$ cat src/hw/rtl/ffba_pkg.sv
package ffba_pkg;

  // request kinds
  localparam logic KIND_ALLOC = 1'b0;
  localparam logic KIND_FREE  = 1'b1;

  // result status codes
  localparam logic [1:0] ST_DONE    = 2'd0;
  localparam logic [1:0] ST_NOFIT   = 2'd1;
  localparam logic [1:0] ST_NULL    = 2'd2;
  localparam logic [1:0] ST_UNKNOWN = 2'd3;

  // configuration register indexes
  localparam int          CFG_IDX_W     = 2;
  localparam logic [1:0]  CFG_HEAP_BASE  = 2'd0;
  localparam logic [1:0]  CFG_HEAP_BYTES = 2'd1;

  localparam logic [31:0] HEAP_BYTES_RST = 32'd65536;

  typedef struct packed {
    logic        kind;
    logic [31:0] request_bytes;
    logic [31:0] block_address;
  } in_word_t;

  typedef struct packed {
    logic [31:0] result_address;
    logic [1:0]  status;
  } out_word_t;

  typedef struct packed {
    logic [31:0] offset;
    logic [31:0] payload;
    logic        free;
  } entry_t;

  typedef enum logic [4:0] {
    S_INIT,
    S_IDLE,
    S_A_RD,
    S_A_CHK,
    S_SH_RD,
    S_SH_WR,
    S_SPL_NEW,
    S_GRANT,
    S_F_RD,
    S_F_CHK,
    S_L_RD,
    S_L_CHK,
    S_R_RD,
    S_R_CHK,
    S_RM_RD,
    S_RM_WR,
    S_OUT
  } ffba_state_t;

endpackage

$ cat src/hw/rtl/ffba_table.sv
module ffba_table
  import ffba_pkg::*;
#(
  parameter int DEPTH = 64,
  parameter int AW    = 6
) (
  input  logic          clk,
  input  logic          wr_en,
  input  logic [AW-1:0] wr_addr,
  input  entry_t        wr_data,
  input  logic [AW-1:0] rd_addr,
  output entry_t        rd_data
);

  entry_t mem [DEPTH];
  entry_t rd_data_r;

  always_ff @(posedge clk) begin
    if (wr_en) begin
      mem[wr_addr] <= wr_data;
    end
    rd_data_r <= mem[rd_addr];
  end

  assign rd_data = rd_data_r;

endmodule

$ cat config.mk
export PLATFORM = sky130hd
export DESIGN_NAME = ffba_table
export DESIGN_NICKNAME = d
export VERILOG_FILES = /design/src/hw/rtl/ffba_pkg.sv /design/src/hw/rtl/ffba_table.sv
export SDC_FILE = /design/constraint.sdc
export NUM_CORES = 2
export LEC_CHECK = 0
export BUFFER_PORTS_ARGS = -buffer_cell sky130_fd_sc_hd__buf_4
export CORE_MARGIN = 4
export CORE_UTILIZATION = 40
export CTS_CLUSTER_SIZE = 40
export DETAILED_ROUTE_END_ITERATION = 16
export GPL_TIMING_DRIVEN = 0
export HOLD_SLACK_MARGIN = 0.08
export MAX_ROUTING_LAYER = met4
export PLACE_DENSITY = 0.55
export SLEW_MARGIN = 0
export SYNTH_ARGS = -nofsm -noshare
export SYNTH_HDL_FRONTEND = slang
export SYNTH_MEMORY_MAX_BITS = 65536
export SYNTH_SLANG_ARGS = --single-unit
$ cat constraint.sdc
create_clock -name clk -period 8.7 [get_ports clk]
set_clock_uncertainty 0.1 [all_clocks]
set_input_delay 1.305 -clock clk [delete_from_list [all_inputs] [get_ports clk]]
set_output_delay 1.305 -clock clk [all_outputs]
set_load 0.1 [all_outputs]
# Yosys cells after proc, flatten, opt, wreduce, memory -nomap -nowiden
# Memories as Yosys holds them, arrays and structs flattened. A register that Yosys moved wholly into a read port is not among the register bits.
# Cells that the tools add are included.
dict set report totals {
  reg_bits 0
  mem_bits_rw 4160
  in_bits 79
  output_inout_bits 65
  wordCells 3
  mem_count 1
}
dict set report op_classes {
  muxes 2
}
# memory depth word_bits read_ports rd_clocked_by_memory_dff wr line_no
set mem_list {}
lappend mem_list {mem 64 65 1 1 1 ffba_table.sv:15} ;# entry_t mem [DEPTH];
# cell n
set ops {}
lappend ops {{1-bit two-way mux} 2}

# Logic depth before layout (Yosys ltp)
dict set report logic_depth {
  word_depth 2
  depth_mapped 9
}

# Worst setup path after synthesis
# OpenSTA, ideal clock, no wires.
dict set report synth_path {
  path_type {input -> register}
  start {input wr_addr[3]}
  end {memory mem[48][0] (netlist bit), enable pin}
  setup_time_ns 0.568
  arrival_ns 6.244
  slack_ns 1.789
  path_stages 4
  n_path_buf 1
  path_cell_list {clkbuf_1 nor2b_1 nand4b_1 nor3_1}
}
# element line_no
set synth_lines {}
lappend synth_lines {{start: declaration} ffba_table.sv:9} ;# input logic [AW-1:0] wr_addr,
lappend synth_lines {{end: declaration} ffba_table.sv:15}
# No word-level cell before the write port.

==> summary.txt <==
Cells and area
  • Synth-to-layout area growth: 17.4%
  • Final layout net count: approximately 7500
  • Non-filler cells, final: 13100
  • Most frequent cells in the layout: 4160 x edfxtp_1, 1040 x mux4_2, 444 x clkbuf_16
  • Fin util: a little under half
  • Post-route cell area: around 190000 um2
  • Layout cells sized above 1: 30.8%
  • Layout fillers: between 30000 and 40000
  • Commonest non-fill, non-tap cell in the layout: edfxtp_1

Setup path
  • CP arrival: approximately 5.7 ns
  • Worst setup EP type: flip-flop
  • Slowest CP cell: buf_2
  • Critical Path RT: between 9 and 10 ns
  • Critical path launch point: rd_addr[3]
  • Most used cell, CP: buf_2
  • Critical path's largest stage delay: 1.23 ns
  • R2R setup slack: roughly 5.9 ns
  • WP buf/inv: 4
  • Crit path max fanout: 14
  • CP Class: primary input to flip-flop
  • Worst path top cell family by delay: buffers and inverters
  • Worst path cell trace: buf_4 > clkbuf_1 > nor2b_1 > buf_2 > buf_2 > a22oi_1 > nand3b_1 > o211a_1
  • Worst R2R Start: mem[42][17]$_DFFE_PP_
  • Startpoint Class: primary input

Worst hold path
  • Hold Path Class: primary input to flip-flop
  • Min-delay src: wr_data[28]

Yosys
  • Mean post-synth cell area: between 20 and 25 um2
  • Synth Warn #: 0
  • Syn nets: between 6000 and 7000
  • Cells after Synth: ~6600
  • Count of cell types in the netlist: 27
  • Cell Area, Synth: between 150000 and 200000 um2
  • Sequential cell area fraction in the yosys report: approximately four fifths
  • Yosys reg bits: ~4200

Clock network
  • H-tree Lvls: 5
  • Clock sinks: 4225
  • Cts hold-fix bufs: 0
  • Clock latency on the worst-skew pair: about 1.0 ns
  • CTS resizes: 0
  • TritonCTS buffer count: approximately 440
  • CTS root buffer: clkbuf_16
  • Setup bufs post-CTS: 0
  • Worst-path clk slew: 0.06 ns
  • CTS tree: yes
  • Maximum clock insertion buffer count: 4

Run
  • Number of max-cap violations: 0

STA
  • Setup TNS: 0 ns
  • Slew @ Worst Pin: 1.48 ns
  • Count of pins over their slew limit: 0
  • Final worst path period share: 56.7%
  • Final Worst Setup Slack: ~3.8 ns
  • Max-slew headroom: 1.12%
  • WHS: approximately 0.73 ns
  • RSZ-0062 raised after global routing: no
  • Tmin final: between 4 and 5 ns
  • Max Freq: just over 200 MHz
  • Setup-failing EPs final: 0
  • Hold Vio Cnt, Final: 0

Floorplan
  • Die Span X: approximately 640 um
  • Initial Util: just over 40%
  • Core box area: approximately 390000 um2
  • Num rows: 230
  • Die Ht: about 640 um
  • Ports: between 100 and 150
  • Die area: about 410000 um2

Placed design
  • Pre-CTS WS: between 2 and 3 ns
  • GP Congestion: about 0.79
  • Detailed-placement wirelength estimate: approximately 370 mm
  • DP Area: 172000 um2
  • Placed cell count: 12200
  • I/O Buffers: roughly 140

Routing
  • DRT Wirelength: approximately 540 mm
  • Vias per cell: between 6 and 7
  • Drt pass-1 iters: 6
  • DR WL/cell: between 40 and 50 um
  • Drt initial violations: 12300
  • Via count: about 81000
  • Antenna Violating Nets Remaining: 0
  • Residual DRC count: 0

Run status
  • Run status: finished, final reports clean

Power
  • Pwr/cell area: around 230 nW/um2
  • Leakage: 57.9 nW
  • Tot Pwr: roughly 44 mW
  • Max VDD drop: 0.153 mV

Global route
  • First-pass GRT wire length: 714 mm
  • Initial antenna violation count: 47
  • Largest net degree at the start of global routing: 65
  • Vias in the first global route: approximately 79000
  • Tot GR Track Use: 27.0%
  • Gr ovfl total: 0
-- area by class of cell --
class | instances | area, um2 | share of cell area (%)
diodes | 40 | 100 | 0.0539
flip-flops and latches | 4225 | 126000 | 67.9
clock inverters | 251 | 2200 | 1.18
repair buffers | 409 | 6470 | 3.48
multi-input cells | 2004 | 30700 | 16.5
plain buffers | 377 | 1940 | 1.04
clock buffers | 562 | 11700 | 6.30
well taps | 5220 | 6530 | 3.51
-- cells in the mapped netlist (all sizes together) --
cell    count  area (um2)
edfxtp   4160      125000
mux4     1040       23400
a22oi     260        1950
buf       257        1460
o22ai     130         813
clkbuf    120         450
nand3     115         576
nor2      112         420
mux2i     103        1030
a211oi     65         488
dfxtp      65        1300
o211a      65         651
o221ai     46         403
nand3b     25         188
nand2b      9        56.3
nor2b       9        56.3
nand2       8        30.0
or3b        4        35.0
and2        3        18.8
or3         3        18.8
nand4       2        12.5
nor3        2        10.0
or2         2        12.5
nand4b      1        8.76
-- registers in the layout (all words and copies together), names as in the netlist --
register	flops
rd_data	65
mem	4160
-- layer usage --
layer  vias up  share of wire (%)  GRT usage, %  routed length (um)
met5         -                  0             -                   0
met4         0                4.9          11.3               26300
met3      1097                9.7          5.75               52500
met2      4887                 48          42.5              261000
met1     44500                 37          34.0              200000
li1      30600                  -             -                   -
-- cell families (layout without fill, tap and decap cells) --
logic type             count (synthesis)  count (layout)  synth area share (%)
AND/OR/NAND/NOR                      295             295                 0.911
other                                  0              40                     0
buffers and inverters                377            1599                  1.20
flip-flops                          4225            4225                  79.7
multiplexers                        1143            1143                  15.4
AO/OA/AOI/OAI                        566             566                  2.72
-- power breakdown --
group          switching [mW]  internal [mW]  leakage (nW)
Combinational            1.91          0.766          13.1
Sequential             0.0420           22.5          38.0
Clock                    7.95           10.4          6.79
Total                    9.90           33.7          57.9
-- worst reg2reg max path, delay by kind of cell (launching register included) --
family	cells	cell delay [ns]
and+or+nand+nor	1	0.78
DFF	1	0.37
AOI/OAI and AO/OA	2	0.90
muxes	1	0.48
-- worst paths after layout --
kind                                         endpoint  cells past startpoint
worst min-delay path            mem[20][28]$_DFFE_PP_                      1
worst min register to register    rd_data[26]$_DFF_P_                      4
worst max register to register    rd_data[17]$_DFF_P_                      4
worst max-delay path              rd_data[17]$_DFF_P_                      8
No activity file was read; power rests on OpenSTA's default activity.
